## src/rtl/b64u_pkg.sv

```systemverilog
// Shared types, constants and the character table of the base64url stream encoder.
`timescale 1ns / 1ps
`default_nettype none

package b64u_pkg;

    // Beat widths on the byte side and the character side.
    localparam int DATA_W = 8;
    localparam int CHAR_W = 7;
    localparam int OUT_W  = 8;

    // Default depth of the group queue between the front and the back.
    localparam int QUEUE_DEPTH = 4;

    // Number of bytes the front holds before the current one.
    localparam logic [1:0] POS_EMPTY = 2'd0;
    localparam logic [1:0] POS_ONE   = 2'd1;
    localparam logic [1:0] POS_TWO   = 2'd2;

    // Index of the last character a group gives.
    localparam logic [1:0] LAST_OF_TWO   = 2'd1;
    localparam logic [1:0] LAST_OF_THREE = 2'd2;
    localparam logic [1:0] LAST_OF_FOUR  = 2'd3;

    // One group of up to three bytes, ready to be turned into characters.
    typedef struct packed {
        logic [23:0] group;      // first byte in bits 23..16
        logic [1:0]  last_idx;   // index of the final character of this group
        logic        final_grp;  // group closes the message
    } t_job;

    // Map one sextet to its ASCII character in the base64url alphabet.
    function automatic logic [CHAR_W-1:0] sextet_to_char(input logic [5:0] idx);
        logic [CHAR_W-1:0] v;
        begin
            v = {1'b0, idx};
            if (idx < 6'd26) begin
                sextet_to_char = v + 7'd65;          // 'A'..'Z'
            end else if (idx < 6'd52) begin
                sextet_to_char = v + 7'd71;          // 'a'..'z'
            end else if (idx < 6'd62) begin
                sextet_to_char = v - 7'd4;           // '0'..'9'
            end else if (idx == 6'd62) begin
                sextet_to_char = 7'd45;              // '-'
            end else begin
                sextet_to_char = 7'd95;              // '_'
            end
        end
    endfunction

endpackage

`default_nettype wire

```

## src/rtl/base64url_stream_encoder_core.sv

```systemverilog
// Top level of the base64url stream encoder: front end, group queue and back end.
`timescale 1ns / 1ps
`default_nettype none

// Usage:
// The slave channel takes one message byte per beat in s_axis_tdata; s_axis_tlast
// marks the final byte of a message. The master channel gives one base64url
// character per beat in m_axis_tdata[6:0]; m_axis_tlast marks the message's final
// character. No '=' padding is produced.
// Every third byte, and every final byte, closes a group that goes into a short
// queue. The back end gives one character per cycle while the receiver is ready,
// and a full group of three bytes gives four characters; so the character output,
// not the byte input, sets the sustained rate. Bytes are taken every cycle while
// the queue has room. With an idle back end, a closing group is queued, then
// taken into the job register; its first character is then registered for m_axis.
// A synchronous active-low reset clears the held-byte count, the queue and
// the output register. When the receiver stalls, the output beat holds, the queue
// fills, and s_axis_tready then drops until a group slot frees up.

module base64url_stream_encoder_core #(
    parameter int QUEUE_DEPTH = b64u_pkg::QUEUE_DEPTH
) (
    input  wire logic                          i_clk,
    input  wire logic                          i_rst_n,
    input  wire logic                          s_axis_tvalid,
    output logic                               s_axis_tready,
    input  wire logic [b64u_pkg::DATA_W-1:0]   s_axis_tdata,   // [7:0] data_byte
    input  wire logic                          s_axis_tlast,   // end_of_message
    output logic                               m_axis_tvalid,
    input  wire logic                          m_axis_tready,
    output logic [b64u_pkg::OUT_W-1:0]         m_axis_tdata,   // [6:0] out_char, [7] zero
    output logic                               m_axis_tlast    // last_char
);

    logic                         push;
    logic                         pop;
    logic                         q_full;
    logic                         q_valid;
    b64u_pkg::t_job               push_job;
    b64u_pkg::t_job               head_job;
    logic [b64u_pkg::CHAR_W-1:0]  out_char;

    b64u_front u_front (
        .i_clk        (i_clk),
        .i_rst_n      (i_rst_n),
        .i_valid      (s_axis_tvalid),
        .o_ready      (s_axis_tready),
        .i_byte       (s_axis_tdata),
        .i_eom        (s_axis_tlast),
        .i_queue_full (q_full),
        .o_push       (push),
        .o_job        (push_job)
    );

    b64u_queue #(
        .DEPTH (QUEUE_DEPTH)
    ) u_queue (
        .i_clk   (i_clk),
        .i_rst_n (i_rst_n),
        .i_push  (push),
        .i_job   (push_job),
        .o_full  (q_full),
        .i_pop   (pop),
        .o_valid (q_valid),
        .o_job   (head_job)
    );

    b64u_back u_back (
        .i_clk     (i_clk),
        .i_rst_n   (i_rst_n),
        .i_q_valid (q_valid),
        .i_q_job   (head_job),
        .o_pop     (pop),
        .o_valid   (m_axis_tvalid),
        .i_ready   (m_axis_tready),
        .o_char    (out_char),
        .o_last    (m_axis_tlast)
    );

    assign m_axis_tdata = {1'b0, out_char};

endmodule

`default_nettype wire

```

## src/rtl/b64u_front.sv

```systemverilog
// Front end: accepts message bytes and packs them into groups for the queue.
`timescale 1ns / 1ps
`default_nettype none

module b64u_front (
    input  wire logic                         i_clk,
    input  wire logic                         i_rst_n,
    input  wire logic                         i_valid,
    output logic                              o_ready,
    input  wire logic [b64u_pkg::DATA_W-1:0]  i_byte,
    input  wire logic                         i_eom,
    input  wire logic                         i_queue_full,
    output logic                              o_push,
    output b64u_pkg::t_job                    o_job
);

    logic [15:0] r_held;
    logic [15:0] n_held;
    logic [1:0]  r_pos;
    logic [1:0]  n_pos;
    logic [1:0]  pos;
    logic        accept;
    logic        make_job;

    assign o_ready = !i_queue_full;
    assign accept  = i_valid && o_ready;
    assign o_push  = accept && make_job;

    // Classify the beat by how many bytes are already held.
    always_comb begin
        pos       = (r_pos == b64u_pkg::POS_TWO || r_pos == b64u_pkg::POS_ONE)
                    ? r_pos : b64u_pkg::POS_EMPTY;
        n_held    = r_held;
        n_pos     = r_pos;
        make_job  = 1'b0;
        o_job     = '0;
        unique case (pos)
            b64u_pkg::POS_ONE: begin
                if (i_eom) begin
                    make_job        = 1'b1;
                    o_job.group     = {r_held[15:8], i_byte, 8'h00};
                    o_job.last_idx  = b64u_pkg::LAST_OF_THREE;
                    o_job.final_grp = 1'b1;
                    n_pos           = b64u_pkg::POS_EMPTY;
                end else begin
                    n_held = {r_held[15:8], i_byte};
                    n_pos  = b64u_pkg::POS_TWO;
                end
            end
            b64u_pkg::POS_TWO: begin
                make_job        = 1'b1;
                o_job.group     = {r_held, i_byte};
                o_job.last_idx  = b64u_pkg::LAST_OF_FOUR;
                o_job.final_grp = i_eom;
                n_pos           = b64u_pkg::POS_EMPTY;
            end
            default: begin
                if (i_eom) begin
                    make_job        = 1'b1;
                    o_job.group     = {i_byte, 16'h0000};
                    o_job.last_idx  = b64u_pkg::LAST_OF_TWO;
                    o_job.final_grp = 1'b1;
                    n_pos           = b64u_pkg::POS_EMPTY;
                end else begin
                    n_held = {i_byte, 8'h00};
                    n_pos  = b64u_pkg::POS_ONE;
                end
            end
        endcase
    end

    // Position count and held bytes advance on every accepted beat.
    always_ff @(posedge i_clk) begin
        if (!i_rst_n) begin
            r_pos <= b64u_pkg::POS_EMPTY;
        end else if (accept) begin
            r_pos <= n_pos;
        end
    end

    always_ff @(posedge i_clk) begin
        if (accept) begin
            r_held <= n_held;
        end
    end

`ifndef SYNTH
    // The position count never reaches three.
    a_pos_range: assert property (@(posedge i_clk) disable iff (!i_rst_n)
        r_pos != 2'd3)
        else $error("front position count out of range");

    // A third byte always completes a group.
    a_third_pushes: assert property (@(posedge i_clk) disable iff (!i_rst_n)
        (accept && r_pos == b64u_pkg::POS_TWO) |-> o_push)
        else $error("third byte did not push a group");

    // After a final byte, the front holds nothing.
    a_eom_clears: assert property (@(posedge i_clk) disable iff (!i_rst_n)
        (accept && i_eom) |=> (r_pos == b64u_pkg::POS_EMPTY))
        else $error("position not cleared after final byte");
`endif

endmodule

`default_nettype wire

```

## src/rtl/b64u_queue.sv

```systemverilog
// Short queue of byte groups between the front end and the character back end.
`timescale 1ns / 1ps
`default_nettype none

module b64u_queue #(
    parameter int DEPTH = b64u_pkg::QUEUE_DEPTH
) (
    input  wire logic           i_clk,
    input  wire logic           i_rst_n,
    input  wire logic           i_push,
    input  wire b64u_pkg::t_job i_job,
    output logic                o_full,
    input  wire logic           i_pop,
    output logic                o_valid,
    output b64u_pkg::t_job      o_job
);

    localparam int PTR_W = (DEPTH > 1) ? $clog2(DEPTH) : 1;
    localparam int CNT_W = $clog2(DEPTH + 1);
    localparam logic [CNT_W-1:0] FULL_CNT = CNT_W'(DEPTH);
    localparam logic [PTR_W-1:0] LAST_PTR = PTR_W'(DEPTH - 1);

    b64u_pkg::t_job r_mem [DEPTH];
    logic [PTR_W-1:0] r_wr_ptr;
    logic [PTR_W-1:0] r_rd_ptr;
    logic [CNT_W-1:0] r_count;

    assign o_full  = (r_count == FULL_CNT);
    assign o_valid = (r_count != '0);
    assign o_job   = r_mem[r_rd_ptr];

    // Pointers wrap at the queue depth.
    always_ff @(posedge i_clk) begin
        if (!i_rst_n) begin
            r_wr_ptr <= '0;
            r_rd_ptr <= '0;
            r_count  <= '0;
        end else begin
            if (i_push) begin
                r_wr_ptr <= (r_wr_ptr == LAST_PTR) ? '0 : r_wr_ptr + 1'b1;
            end
            if (i_pop) begin
                r_rd_ptr <= (r_rd_ptr == LAST_PTR) ? '0 : r_rd_ptr + 1'b1;
            end
            if (i_push && !i_pop) begin
                r_count <= r_count + 1'b1;
            end else if (i_pop && !i_push) begin
                r_count <= r_count - 1'b1;
            end
        end
    end

    // Storage for queued groups.
    always_ff @(posedge i_clk) begin
        if (i_push) begin
            r_mem[r_wr_ptr] <= i_job;
        end
    end

`ifndef SYNTH
    // The front never writes a full queue.
    a_no_overflow: assert property (@(posedge i_clk) disable iff (!i_rst_n)
        !(i_push && o_full))
        else $error("push into full queue");

    // The back never takes from an empty queue.
    a_no_underflow: assert property (@(posedge i_clk) disable iff (!i_rst_n)
        !(i_pop && !o_valid))
        else $error("pop from empty queue");

    // The entry count stays within the queue depth.
    a_count_bound: assert property (@(posedge i_clk) disable iff (!i_rst_n)
        r_count <= FULL_CNT)
        else $error("queue count past depth");
`endif

endmodule

`default_nettype wire

```

## src/rtl/b64u_back.sv

```systemverilog
// Back end: turns queued groups into base64url characters, one beat per cycle while the receiver is ready.
`timescale 1ns / 1ps
`default_nettype none

module b64u_back (
    input  wire logic                          i_clk,
    input  wire logic                          i_rst_n,
    input  wire logic                          i_q_valid,
    input  wire b64u_pkg::t_job                i_q_job,
    output logic                               o_pop,
    output logic                               o_valid,
    input  wire logic                          i_ready,
    output logic [b64u_pkg::CHAR_W-1:0]        o_char,
    output logic                               o_last
);

    b64u_pkg::t_job r_job;
    logic [1:0]     r_idx;
    logic           r_busy;
    logic           r_out_valid;
    logic [b64u_pkg::CHAR_W-1:0] r_out_char;
    logic           r_out_last;

    logic           out_free;
    logic           advance;
    logic           done;
    logic [5:0]     sextet;

    assign out_free = !r_out_valid || i_ready;
    assign advance  = r_busy && out_free;
    assign done     = (r_idx == r_job.last_idx);
    assign o_pop    = i_q_valid && (!r_busy || (advance && done));

    assign o_valid  = r_out_valid;
    assign o_char   = r_out_char;
    assign o_last   = r_out_last;

    // Pick the sextet for the current character, most significant first.
    always_comb begin
        unique case (r_idx)
            2'd0:    sextet = r_job.group[23:18];
            2'd1:    sextet = r_job.group[17:12];
            2'd2:    sextet = r_job.group[11:6];
            default: sextet = r_job.group[5:0];
        endcase
    end

    // Job sequencing and output register control.
    always_ff @(posedge i_clk) begin
        if (!i_rst_n) begin
            r_busy      <= 1'b0;
            r_idx       <= '0;
            r_out_valid <= 1'b0;
        end else begin
            if (out_free) begin
                r_out_valid <= r_busy;
            end
            if (o_pop) begin
                r_busy <= 1'b1;
                r_idx  <= '0;
            end else if (advance && done) begin
                r_busy <= 1'b0;
            end else if (advance) begin
                r_idx <= r_idx + 1'b1;
            end
        end
    end

    // Payload registers.
    always_ff @(posedge i_clk) begin
        if (o_pop) begin
            r_job <= i_q_job;
        end
        if (advance) begin
            r_out_char <= b64u_pkg::sextet_to_char(sextet);
            r_out_last <= r_job.final_grp && done;
        end
    end

`ifndef SYNTH
    // The character index never runs past the group's last character.
    a_idx_bound: assert property (@(posedge i_clk) disable iff (!i_rst_n)
        r_busy |-> (r_idx <= r_job.last_idx))
        else $error("character index past end of group");

    // Every group gives at least two characters.
    a_min_chars: assert property (@(posedge i_clk) disable iff (!i_rst_n)
        r_busy |-> (r_job.last_idx != 2'd0))
        else $error("group with fewer than two characters");

    // A busy back end fills a free output register on the next edge.
    a_fill: assert property (@(posedge i_clk) disable iff (!i_rst_n)
        advance |=> r_out_valid)
        else $error("output register not loaded");
`endif

endmodule

`default_nettype wire

```

## config.mk

```make
export PLATFORM = sky130hd
export DESIGN_NAME = base64url_stream_encoder_core
export DESIGN_NICKNAME = d
export VERILOG_FILES = /design/src/rtl/b64u_pkg.sv /design/src/rtl/base64url_stream_encoder_core.sv /design/src/rtl/b64u_front.sv /design/src/rtl/b64u_queue.sv /design/src/rtl/b64u_back.sv
export SDC_FILE = /design/constraint.sdc
export NUM_CORES = 1
export LEC_CHECK = 0
export BUFFER_PORTS_ARGS = -buffer_cell sky130_fd_sc_hd__buf_4
export CAP_MARGIN = 20
export CORE_AREA = 2 2 180 182
export DETAILED_ROUTE_END_ITERATION = 6
export DIE_AREA = 0 0 182 184
export PLACE_DENSITY_LB_ADDON = 0.2
export SETUP_SLACK_MARGIN = 0.4
export SLEW_MARGIN = 20
export SYNTH_ARGS = -nofsm -noshare
export SYNTH_HDL_FRONTEND = slang
export SYNTH_SLANG_ARGS = --single-unit
```

## constraint.sdc

```tcl
create_clock -name i_clk -period 2.7 [get_ports i_clk]
set_input_delay 0.135 -clock i_clk [delete_from_list [all_inputs] [get_ports i_clk]]
set_output_delay 0.135 -clock i_clk [all_outputs]
set_load 0.01 [all_outputs]
```

# Word level (Yosys, flattened, before mapping)
# Memory sizes are Yosys's and may differ from the RTL's. A register that Yosys moved wholly into a read port is not among the register bits.
# Cells that the tools add are included.
dict set report word_totals {
  mem_count 1
  input_bits 13
  register_bits 37
  output_inout_bits 11
  mem_bits_rw 108
  word_cells 88
}
# memory words word_bits rd rd_ports_with_merged_regs write_ports line_no
set memory_table {}
lappend memory_table {u_queue.r_mem 4 27 1 1 1 b64u_queue.sv:23} ;# b64u_pkg::t_job r_mem [DEPTH];
dict set report op_classes {
  n_lt_le_gt_ge 3
  n_reduce_logical 24
  n_eq_ne 11
  mux 25
  bitwise 5
  n_addsub 8
}
# cell count
set op_table {}
lappend op_table {{$mux W27} 2}
lappend op_table {{$pmux W27 S2} 1}
lappend op_table {{$pmux W16 S2} 1}
lappend op_table {{$mux W7} 4}
lappend op_table {{$pmux W6 S3} 1}
lappend op_table {{$mux W16} 1}
lappend op_table {{$add A6 B7 Y7 const B} 2}
lappend op_table {{$lt A6 B6 Y1 const B} 2}
lappend op_table {{$eq A2 B2 Y1 const B} 5}
lappend op_table {{$logic_and A1 B1 Y1} 8}
lappend op_table {{$mux W2} 4}
lappend op_table {{$mux W8} 1}
lappend op_table {{$mux W1} 7}
lappend op_table {{$sub A6 B3 Y7 const B} 1}
lappend op_table {{$add A2 B1 Y2 const B} 3}
lappend op_table {{$eq A2 B1 Y1 const B} 3}
lappend op_table {{$eq A6 B6 Y1 const B} 1}
lappend op_table {{$lt A6 B5 Y1 const B} 1}
lappend op_table {{$mux W3} 2}
lappend op_table {{$logic_not A1 Y1} 5}
lappend op_table {{$not A1 Y1} 5}
lappend op_table {{$pmux W2 S2} 1}
lappend op_table {{$reduce_and A4 Y1} 1}
lappend op_table {{$reduce_bool A2 Y1} 2}
lappend op_table {{other kinds (10)} 12}

# Longest topological paths before layout
# Gate-level depths: netlist of run 1.
dict set report logic_depth {
  word_depth 10
  ltp_mapped 10
  ltp_nobuf 10
}

# Cells and area by module
# A second synthesis of run 1 with hierarchy kept.
dict set report hier_totals {
  hier_cells 413
  hier_area_um2 7279.5
}
# mod n_inst cells_per_inst area_per_inst_um2
set modules_own_cells {}
lappend modules_own_cells {b64u_queue 1 185 4403.0}
lappend modules_own_cells {b64u_back 1 131 1780.5}
lappend modules_own_cells {b64u_front 1 95 1084.8}
lappend modules_own_cells {base64url_stream_encoder_core 1 2 11.3}

# Worst setup path before layout of run 1
# Ideal clock, no wire load.
dict set report synth_path {
  kind {register to register}
  startpoint {register u_back.r_idx[0]}
  endpoint {register u_back.r_out_char, in the netlist u_back.o_char[2] (data pin)}
  period_less_slack_ps 2297
  stages_incl_launch_ff 10
  setup_ps 267
  slack_ps 403
  arrival_ps 2030
  cell_sequence {dfxtp_1 inv_1 ha_1 a222oi_1 mux2i_2 inv_1 ha_1 o31ai_2 a221oi_2 o32ai_1}
}
dict set report synth_between {
  elab_chain_len 6
  elab_cells_between_ends 13
  classes_between {add/sub (3); order compare (3); eq/ne (2); mux (4); reduce/logical (1)}
}
# element line_no
set synth_rtl {}
lappend synth_rtl {{start, declared} b64u_back.sv:18} ;# logic [1:0] r_idx;
lappend synth_rtl {{start signal, assigned} b64u_back.sv:64} ;# r_idx <= r_idx + 1'b1;
lappend synth_rtl {{$eq A2 B2 Y1 (tied with other cells)} b64u_back.sv:40} ;# unique case (r_idx)
lappend synth_rtl {{$pmux W6 S3 (*)} b64u_back.sv:40}
lappend synth_rtl {{$sub A6 B3 Y7 or $lt A6 B6 Y1 (tied branches)} {b64u_pkg.sv:42, b64u_pkg.sv:41}}
lappend synth_rtl {{$mux W7} b64u_pkg.sv:41} ;# end else if (idx < 6'd62) begin
lappend synth_rtl {{$mux W7} b64u_pkg.sv:39} ;# end else if (idx < 6'd52) begin
lappend synth_rtl {{$mux W7 (*)} b64u_pkg.sv:37} ;# if (idx < 6'd26) begin
lappend synth_rtl {{end signal, assigned} b64u_back.sv:75} ;# r_out_char <= b64u_pkg::sextet_to_char(sextet);
lappend synth_rtl {{end, declared} b64u_back.sv:21} ;# logic [b64u_pkg::CHAR_W-1:0] r_out_char;
# Every way passes the cells marked *; elsewhere a longest branch is shown, timed or not.
# A chain may end at the register's enable or synchronous reset.

# Worst setup path in the final report of run 1
# Ends and elaborated chain as after synthesis.

==> impl_metrics.env, run 1 <==
export IMPL_cts_htree_levels=4
export IMPL_grt_usage=0.0912
export IMPL_firstDrtPassIters=4
export IMPL_ys_seq_area_frac=0.703
export IMPL_dp_hpwl_um=9450
export IMPL_grt_pass1_vias=3802
export IMPL_cts_sinks=172
export IMPL_maxSlewHeadroom=0.536
export IMPL_synth_top_family_by_area="multiplexers"
export IMPL_syn_cell_area_um2=7160
export IMPL_postSynth_asyncResetShare=0
export IMPL_core_area_um2=31400
export IMPL_multi_input_area_um2=2100
export IMPL_nNetsFinal=488
export IMPL_synth_largest_area_cell="edfxtp_1"
export IMPL_routed_wl_um=14600
export IMPL_worstMarginPinSlew_ns=0.692
export IMPL_r2r_start="u_back.r_idx[0]"
export IMPL_synth_distinct_cells=62
export IMPL_synth_edf_count=159
export IMPL_final_area_um2=8690
export IMPL_synthXorXnorAreaFrac=0.00611
export IMPL_max_cap_viol_count=0
export IMPL_reg2reg_slack_ns=0.38
export IMPL_synth_compound_area_frac=0.0810
export IMPL_synth_net_count=440
export IMPL_die_area_um2=33500
export IMPL_peakVddDrop_mv=0.483
export IMPL_syn_inst=411
export IMPL_routed_top_layer="met4"
export IMPL_r2r_cells=9
export IMPL_synth_adder_area_share=0.0290
export IMPL_crit_arrival_ns=2.46
export IMPL_route_met2_wl_um=7150
export IMPL_reg2reg_to="u_back.o_char[2]"
export IMPL_cp_required_ns=2.84
export IMPL_wl_met3_um=382
export IMPL_hold_depth=2
export IMPL_period_minus_slack_ns=2.32
export IMPL_p_leak_nw=2.86
export IMPL_grt_ovfl_total=0
export IMPL_criticalPathCategory="reg -> reg"
export IMPL_rsz0062_at_grt="yes"
export IMPL_ys_flop_type="edfxtp_1"
export IMPL_fin_tns_setup_ns=0
export IMPL_skew_ns=0.0130
export IMPL_gp_congestion=0.758
export IMPL_grt_pass1_wl_um=22400
export IMPL_ant_nets=0
export IMPL_status="finished, final reports clean"
export IMPL_timing_fmax_mhz=430
export IMPL_yosys_top_cells_area="edfxtp_1, mux4_2, dfxtp_1"
export IMPL_cp_start_kind="flop"
export IMPL_fin_crit_sh=0.860
export IMPL_path_max_fanout=6
export IMPL_start_util=0.228
export IMPL_die_x_um=182
export IMPL_synth_warnings=0
export IMPL_fillers=3155
export IMPL_route_vias_total=3656
export IMPL_port_buffers=22
export IMPL_dp_cells=832
export IMPL_tritoncts="yes"
export IMPL_die_h_um=184
export IMPL_row_count=65
export IMPL_min_to="u_back.o_valid"
export IMPL_min_from="i_rst_n"
export IMPL_finalHoldViolations=0
export IMPL_synth_seq_cells=172
export IMPL_setup_viol=0
export IMPL_clk_latency_ns=0.42
export IMPL_stdcell_count=874
export IMPL_clockBufferDepth=2
export IMPL_placed_area_um2=7880
export IMPL_worstSetupEndpointType="flop"
export IMPL_clkSlewWorstSetupHoldPaths_ns=0.06
export IMPL_register_area_um2=5040
export IMPL_wl_met1_um=6900
export IMPL_holdWs_ns=0.0321
export IMPL_final_common_cell="edfxtp_1"
export IMPL_vias_per_cell=4.18
export IMPL_ioPinCount=24
export IMPL_cts_root_buf="clkbuf_16"
export IMPL_drv_slew=0
export IMPL_mostFrequentLayoutCells="edfxtp_1, buf_4, mux4_2"
export IMPL_drc=0
export IMPL_antenna_found_initial=0
export IMPL_area_delta_synth_final_pct=21.3
export IMPL_drive_above_1_share=0.305
export IMPL_drtIter0Drc=236
export IMPL_synth_mux_area_frac=0.0983
export IMPL_syn_avg_cell_area_um2=17.4
export IMPL_synth_top_area_share=0.666
export IMPL_numCtsBuffers=17
export IMPL_synth_simple_area_share=0.0606
export IMPL_power_density_nw_per_um2=1040
export IMPL_routedWlPerCell_um=16.7
export IMPL_antennaDiodeCount=0
export IMPL_grt_max_degree=31
export IMPL_hold_path_class="in -> reg"
-- metrics by stage --
stage                     power [mW]  utilization  setup slack, ns
after floorplan                 5.56            -            0.403
after global placement          6.34        0.251            0.195
after detailed placement        6.39        0.251           0.0582
after CTS                       9.06        0.274            0.396
after global routing            9.61        0.277            0.240
final                           9.06        0.277            0.377
-- registers in the layout, summed over array words and instances (netlist names) --
register and cells:
u_queue.r_wr_ptr 2, u_front.r_held 16, u_back.o_valid 1, u_back.r_job 27
u_queue.r_mem 108, u_queue.r_rd_ptr 2, u_back.o_char 7, u_queue.r_count 3
u_front.r_pos 2, u_back.r_busy 1, u_back.o_last 1, u_back.r_idx 2
-- cell usage after synthesis, drive strengths merged (3+ instances only) --
library cell	instances
edfxtp	159
mux4	27
and2	23
a22o	17
inv	17
nor2b	17
ha	15
a21oi	14
dfxtp	13
buf	10
clkbuf	9
nor2	9
mux2i	8
nand2	8
o21ai	7
a21boi	5
a22oi	5
a222oi	3
nand3	3
nor3b	3
o31ai	3
xor2	3
-- per-layer routing --
| metal | vias to the layer above | global-route usage |
|---|---|---|
| li1 | 1713 | - |
| met1 | 1889 | 0.119 |
| met2 | 45 | 0.150 |
| met5 | - | 0 |
| met3 | 9 | 0.0222 |
| met4 | 0 | 0.0271 |
-- critical path: stages (launching register included) --
cell        delay, ns
dfxtp_4          0.38
clkinvlp_4       0.14
ha_4             0.21
a222oi_1         0.42
mux2i_2          0.16
inv_2            0.13
ha_4             0.17
o31ai_2          0.08
a221oi_2         0.27
o32ai_1          0.10
-- timing repair --
| item | CTS | global route |
|---|---|---|
| endpoints found under the setup margin | 8 | 7 |
| setup buffers | 5 | 5 |
| pin swaps | 4 | 8 |
| gates cloned | 0 | 0 |
| gates resized for setup | 19 | 10 |
| hold buffers | 0 | 0 |
-- cell type report --
type                            count  share of cell area
Sequential cell                   172               0.580
Multi-Input combinational cell    203               0.241
Tap cell                          402              0.0579
Clock buffer                       17              0.0489
Timing Repair Buffer               48              0.0429
Clock inverter                     15              0.0207
Inverter                           17             0.00777
-- report_power, final --
part / total [mW] / switching, mW / internal (mW)
Combinational: 2.87 / 1.60 / 1.27
Clock: 2.48 / 1.08 / 1.40
Sequential: 3.71 / 0.177 / 3.54
-- kinds of logic after synthesis --
family | Yosys count
other | 1
XOR/XNOR | 5
buffers and inverters | 36
AO/OA/AOI/OAI | 71
adder cells (fa/ha/maj) | 16
multiplexers | 35
AND/OR/NAND/NOR | 75
flip-flops | 172
-- worst max-delay path by stage --
stage,startpoint,end,cells past startpoint
after CTS,u_back.r_idx[0],u_back.o_char[2],9
after global routing,u_back.r_idx[0],u_back.o_char[2],9
after global placement,u_back.r_idx[0],u_back.o_char[2],9
after floorplan,u_back.r_idx[0],u_back.o_char[2],9
after detailed placement,u_back.r_idx[0],u_back.o_char[2],9
final,u_back.r_idx[0],u_back.o_char[2],9
Power figures use the tool's default switching activity.
==> run 2, diff against run 1 <==
Settings changed: PLACE_DENSITY_LB_ADDON 0.2 to 0.08.
Clock period 2.7 ns to 1.9 ns, I/O delays scaled along.
==> run 2 against run 1 <==
Compared with the run above: the flow now finishes with violations (negative setup slack); clock skew fell by 0.00072 ns; worst hold slack worse by 0.011 ns; largest cell class unchanged; clock power increased by 41%; power grew 61%; fmax increased by 3.1%; critical path depth stayed put; cell count rose by 8.2%; sequential cell count unchanged; global-route usage rose by 2.2 points; core utilization rose by 4.2 points; die area is the same; sequential share of layout area fell by 7.6 points.
==> impl_metrics.env, run 2 (same netlist as run 1, synthesis figures left out) <==
export IMPL_drv_slew=0
export IMPL_cts_htree_levels=4
export IMPL_stdcell_count=946
export IMPL_drive_above_1_share=0.463
export IMPL_fillers=3051
export IMPL_route_vias_total=3961
export IMPL_crit_arrival_ns=2.42
export IMPL_peakVddDrop_mv=0.578
export IMPL_skew_ns=0.0122
export IMPL_firstDrtPassIters=4
export IMPL_r2r_cells=9
export IMPL_die_h_um=184
export IMPL_worstSetupEndpointType="flop"
export IMPL_grt_pass1_wl_um=26900
export IMPL_drtIter0Drc=151
export IMPL_mostFrequentLayoutCells="edfxtp_1, buf_4, mux4_2"
export IMPL_setup_viol=37
export IMPL_tritoncts="yes"
export IMPL_period_minus_slack_ns=2.25
export IMPL_rsz0062_at_grt="yes"
export IMPL_die_area_um2=33500
export IMPL_multi_input_area_um2=2390
export IMPL_vias_per_cell=4.19
export IMPL_path_buf_inv=2
export IMPL_reg2reg_slack_ns=-0.35
export IMPL_antennaDiodeCount=0
export IMPL_critical_path_cell_chain="inv_2 > ha_4 > a222oi_1 > mux2i_2 > inv_2 > ha_4 > o31ai_2 > a221oi_2 > o32ai_1"
export IMPL_cts_root_buf="clkbuf_16"
export IMPL_largestRegisters="u_queue.r_mem x108, u_back.r_job x27, u_front.r_held x16"
export IMPL_die_x_um=182
export IMPL_holdWs_ns=0.0209
export IMPL_clockBufferDepth=2
export IMPL_nNetsFinal=563
export IMPL_r2r_start="u_back.r_idx[1]"
export IMPL_largest_reg_flops=108
export IMPL_cp_required_ns=2.07
export IMPL_ioPinCount=24
export IMPL_top_register="u_queue.r_mem"
export IMPL_clkSlewWorstSetupHoldPaths_ns=0.07
export IMPL_timing_fmax_mhz=444
export IMPL_final_common_cell="edfxtp_1"
export IMPL_cts_sinks=172
export IMPL_setup_worst_path_start="u_back.r_idx[1]"
export IMPL_endpoint="u_back.o_char[2]"
export IMPL_max_cap_viol_count=0
export IMPL_crit_path_top_delay_cell="a222oi_1"
export IMPL_grt_usage=0.113
export IMPL_maxSlewHeadroom=0.646
export IMPL_dp_hpwl_um=11300
export IMPL_cp_start_kind="flop"
export IMPL_clk_latency_ns=0.43
export IMPL_placed_area_um2=8450
export IMPL_area_delta_synth_final_pct=39.9
export IMPL_routed_wl_um=18000
export IMPL_power_density_nw_per_um2=1450
export IMPL_finalHoldViolations=0
export IMPL_status="complete, but fails checks"
export IMPL_final_area_um2=10000
export IMPL_drc=0
export IMPL_grt_pass1_vias=4273
export IMPL_violations="negative setup slack"
export IMPL_crit_family="compound AO/OA/AOI/OAI gates"
export IMPL_worstMarginPinSlew_ns=0.532
export IMPL_criticalPathCategory="reg -> reg"
export IMPL_start_util=0.228
export IMPL_worst_slack_ns=-0.354
export IMPL_register_area_um2=5050
export IMPL_hold_path_class="in -> reg"
export IMPL_routedWlPerCell_um=19.0
export IMPL_grt_ovfl_total=0
export IMPL_p_leak_nw=3.45
export IMPL_grt_max_degree=30
export IMPL_gp_congestion=0.762
export IMPL_port_buffers=22
export IMPL_antenna_found_initial=0
export IMPL_core_area_um2=31400
export IMPL_critical_path_max_stage_delay_ns=0.43
export IMPL_reg2reg_to="u_back.o_char[2]"
export IMPL_row_count=65
export IMPL_crit_cells=9
export IMPL_fin_crit_sh=1.19
export IMPL_dp_cells=869
export IMPL_pre_cts_ws_ns=-0.437
export IMPL_path_max_fanout=5
export IMPL_numCtsBuffers=17
export IMPL_fin_util=0.319
export IMPL_ant_nets=0
## run 2: changes by cell type in the layout (fill, tap and decap cells not counted), sizes merged
cell and change:
clkbuf +2, nor2b +1, buf +67, inv -6, bufinv +1, bufbuf +1
dlygate4sd3 +6
## run 2: worst min path at each step
stage          slack, ns  cells past startpoint            start                 end
2_1_floorplan       0.25                      1          i_rst_n  u_queue.r_count[2]
3_3_place_gp        0.42                      2  s_axis_tdata[3]   u_front.r_held[3]
3_5_place_dp        0.43                      2          i_rst_n      u_back.o_valid
4_1_cts            0.002                      2  s_axis_tdata[7]   u_front.r_held[7]
5_1_grt            0.008                      2  s_axis_tdata[7]   u_front.r_held[7]
6_report            0.02                      2  s_axis_tdata[7]   u_front.r_held[7]
## run 2: layer usage
metal  up-vias  track usage  wire (µm)
met3        14       0.0238        313
met4         0       0.0348        225
met5         -            0          0
met2        45        0.210       9710
met1      2034        0.131       7750
li1       1868            -          -
## run 2: cell type report
type                            count  share of cell area
Clock inverter                     10              0.0144
Sequential cell                   172               0.504
Clock buffer                       19              0.0432
Tap cell                          402              0.0502
Multi-Input combinational cell    204               0.239
Timing Repair Buffer              122               0.142
Inverter                           17             0.00724
## run 2: where the power goes
group | leakage, nW | internal, mW | switching [mW] | total, mW
registers | 1.57 | 5.04 | 0.293 | 5.33
clock network | 0.279 | 2.06 | 1.44 | 3.49
logic | 1.60 | 3.00 | 2.74 | 5.73
## run 2: timing repair
item | CTS | global route
resized for setup | 56 | 28
hold buffers | 6 | 0
pin swaps | 15 | 8
endpoints found under the setup margin | 242 | 255
hold endpoints to repair | 14 | 0
setup buffers | 24 | 7
cloned | 11 | 0
## run 2: stage by stage
| step | setup TNS [ns] | power (mW) |
|---|---|---|
| 4_1_cts | -8.75 | 14.5 |
| 6_report | -9.16 | 14.6 |
| 3_5_place_dp | -2.25 | 10.0 |
| 5_1_grt | -13.76 | 15.4 |
| 2_1_floorplan | -0.597 | 8.17 |
| 3_3_place_gp | -2.17 | 10.1 |
==> run 3, diff against run 2 <==
Settings changed: CORE_AREA 2 2 180 182 to 2 2 181 183, DIE_AREA 0 0 182 184 to 0 0 183 185, SYNTH_HIERARCHICAL set to 1.
==> run 3 against run 2 <==
Compared with the run above: the run still ends with negative setup slack left; cell count is 2.5% higher; critical path type unchanged; clock power hardly changed; routed wire length is 2.5% higher; sequential share of layout area is 0.80 points lower; highest routed layer unchanged; synthesized cell count is 0.49% higher; register-to-register slack better by 0.07 ns; clock-buffer cell count is 2 lower; combinational power is 8.4% higher; via count is 2.1% higher; core utilization is 0.092 points higher.
==> impl_metrics.env, run 3 <==
export IMPL_status="complete, but fails checks"
export IMPL_violations="negative setup slack"
export IMPL_ant_nets=0
export IMPL_gp_congestion=0.780
export IMPL_syn_inst=413
export IMPL_ys_flop_type="edfxtp_1"
export IMPL_die_area_um2=33900
export IMPL_synth_warnings=6
export IMPL_grt_max_degree=28
export IMPL_synth_distinct_cells=53
export IMPL_nNetsFinal=579
export IMPL_period_minus_slack_ns=2.18
export IMPL_top_register="u_queue/r_mem"
export IMPL_antenna_found_initial=0
export IMPL_finalHoldViolations=0
export IMPL_synth_common_cells="edfxtp_1, mux4_2, nor2_1"
export IMPL_largest_reg_flops=108
export IMPL_r2r_start="u_queue/r_count[2]"
export IMPL_fillers=3129
export IMPL_syn_avg_cell_area_um2=17.6
export IMPL_hold_path_class="in -> reg"
export IMPL_hold_depth=4
export IMPL_drive_above_1_share=0.475
export IMPL_clk_latency_ns=0.42
export IMPL_worstSetupEndpointType="flop"
export IMPL_yosysMostFrequentCell="edfxtp_1"
export IMPL_core_area_um2=32000
export IMPL_min_to="u_back/r_busy"
export IMPL_cts_root_buf="clkbuf_16"
export IMPL_stdcell_count=970
export IMPL_yosys_top_cells_area="edfxtp_1, mux4_2, dfxtp_1"
export IMPL_grt_pass1_wl_um=26500
export IMPL_syn_cell_area_um2=7280
export IMPL_synth_edf_count=159
export IMPL_crit_arrival_ns=2.54
export IMPL_final_common_cell="edfxtp_1"
export IMPL_drv_slew=0
export IMPL_skew_ns=0.00879
export IMPL_row_count=66
export IMPL_routed_wl_um=18500
export IMPL_mostFrequentLayoutCells="edfxtp_1, buf_4, mux4_2"
export IMPL_reg2reg_slack_ns=-0.28
export IMPL_power_density_nw_per_um2=1480
export IMPL_multi_input_area_um2=2380
export IMPL_fin_crit_sh=1.15
export IMPL_ys_seq_area_frac=0.697
export IMPL_grt_usage=0.111
export IMPL_synth_net_count=443
export IMPL_path_max_fanout=4
export IMPL_peakVddDrop_mv=0.626
export IMPL_die_x_um=183
export IMPL_start_util=0.227
export IMPL_criticalPathCategory="reg -> reg"
export IMPL_clockBufferDepth=2
export IMPL_rsz0062_at_grt="yes"
export IMPL_clkSlewWorstSetupHoldPaths_ns=0.07
export IMPL_holdWs_ns=0.0784
export IMPL_synth_largest_area_cell="edfxtp_1"
export IMPL_tritoncts="yes"
export IMPL_antennaDiodeCount=0
export IMPL_postSynth_asyncResetShare=0
export IMPL_drc=0
export IMPL_cts_htree_levels=4
export IMPL_drtIter0Drc=186
export IMPL_ioPinCount=24
export IMPL_timing_fmax_mhz=459
export IMPL_vias_per_cell=4.17
export IMPL_cp_start_kind="flop"
export IMPL_dp_hpwl_um=11000
export IMPL_synth_seq_cells=174
export IMPL_numCtsBuffers=17
export IMPL_die_h_um=185
export IMPL_p_leak_nw=3.54
export IMPL_cp_required_ns=2.26
export IMPL_reg2reg_to="u_queue/r_count[2]"
export IMPL_cts_sinks=174
export IMPL_grt_pass1_vias=4123
export IMPL_max_cap_viol_count=0
export IMPL_min_from="m_axis_tready"
export IMPL_firstDrtPassIters=7
export IMPL_r2r_cells=9
export IMPL_port_buffers=22
export IMPL_routedWlPerCell_um=19.0
export IMPL_register_area_um2=5090
export IMPL_area_delta_synth_final_pct=40.9
export IMPL_grt_ovfl_total=0
export IMPL_synth_top_area_share=0.656
export IMPL_dp_cells=882
export IMPL_worst_slack_ns=-0.280
export IMPL_setup_viol=9
export IMPL_route_vias_total=4045
export IMPL_largestRegisters="u_queue/r_mem x108, u_back/r_job x27, u_front/r_held x16"
==> run 3: per-stage QoR <==
| step | setup slack, ns | instance area (µm²) | power (mW) | utilization | setup TNS, ns |
|---|---|---|---|---|---|
| 2_1_floorplan | -0.241 | 7320 | 8.15 | - | -1.21 |
| 3_3_place_gp | -0.489 | 8380 | 9.93 | 0.261 | -7.70 |
| 4_1_cts | -0.363 | 9870 | 14.7 | 0.308 | -2.44 |
| 3_5_place_dp | -0.482 | 8380 | 9.94 | 0.262 | -7.99 |
| 6_report | -0.280 | 10300 | 15.2 | 0.320 | -2.12 |
| 5_1_grt | -0.421 | 10300 | 16.0 | 0.320 | -3.20 |
==> run 3: layout make-up <==
type	instances	share of cell area
well taps	408	0.0498
multi-input cells	207	0.232
clock buffers	17	0.0415
repair buffers	131	0.157
inverters	18	0.00707
clock inverters	15	0.0155
flip-flops and latches	174	0.496
==> run 3: worst max-delay path, stage by stage, from the launching register on <==
cell	delay, ns
dfxtp_2	0.34
or3_1	0.43
and2_4	0.20
inv_4	0.07
ha_4	0.13
inv_2	0.03
fa_2	0.33
xor2_1	0.15
or3_1	0.31
a21boi_1	0.12
==> run 3: power by group <==
group	internal (mW)	switching (mW)
Combinational	3.43	2.78
Clock	1.96	1.54
Sequential	5.12	0.327
Total	10.5	4.65
==> run 3: timing repair <==
action,4_1_cts,5_1_grt
setup endpoints to repair,245,238
buffers inserted,22,9
pin swaps,24,8
hold buffers,9,0
resized for setup,86,43
cloned,13,3
hold endpoints to repair,17,0
==> run 3: layer usage <==
| layer | wire (µm) | GRT usage | vias to the layer above |
|---|---|---|---|
| li1 | - | - | 1902 |
| met1 | 7760 | 0.132 | 2076 |
| met2 | 10100 | 0.202 | 54 |
| met3 | 407 | 0.0208 | 13 |
| met4 | 221 | 0.0355 | 0 |
| met5 | 0 | 0 | - |
==> run 3: how the worst max path moves through the flow <==
stage | start | endpoint | slack [ns] | cells after the start
after floorplan | u_queue/r_count[0] | u_queue/r_count[2] | -0.24 | 9
after global placement | u_back/r_idx[1] | u_back/o_char[4] | -0.49 | 11
after detailed placement | u_back/r_idx[0] | u_back/o_char[2] | -0.48 | 10
after CTS | u_back/r_idx[0] | u_back/o_char[1] | -0.36 | 8
after global routing | u_back/r_idx[0] | u_back/o_char[2] | -0.42 | 10
final | u_queue/r_count[2] | u_queue/r_count[2] | -0.28 | 9
==> run 3: cell families after synthesis <==
group | share of synthesized area
flip-flops | 0.697
other | 0.000515
adder cells (fa/ha/maj) | 0.0303
multiplexers | 0.111
AO/OA/AOI/OAI | 0.0591
buffers and inverters | 0.0278
XOR/XNOR | 0.00722
AND/OR/NAND/NOR | 0.0667
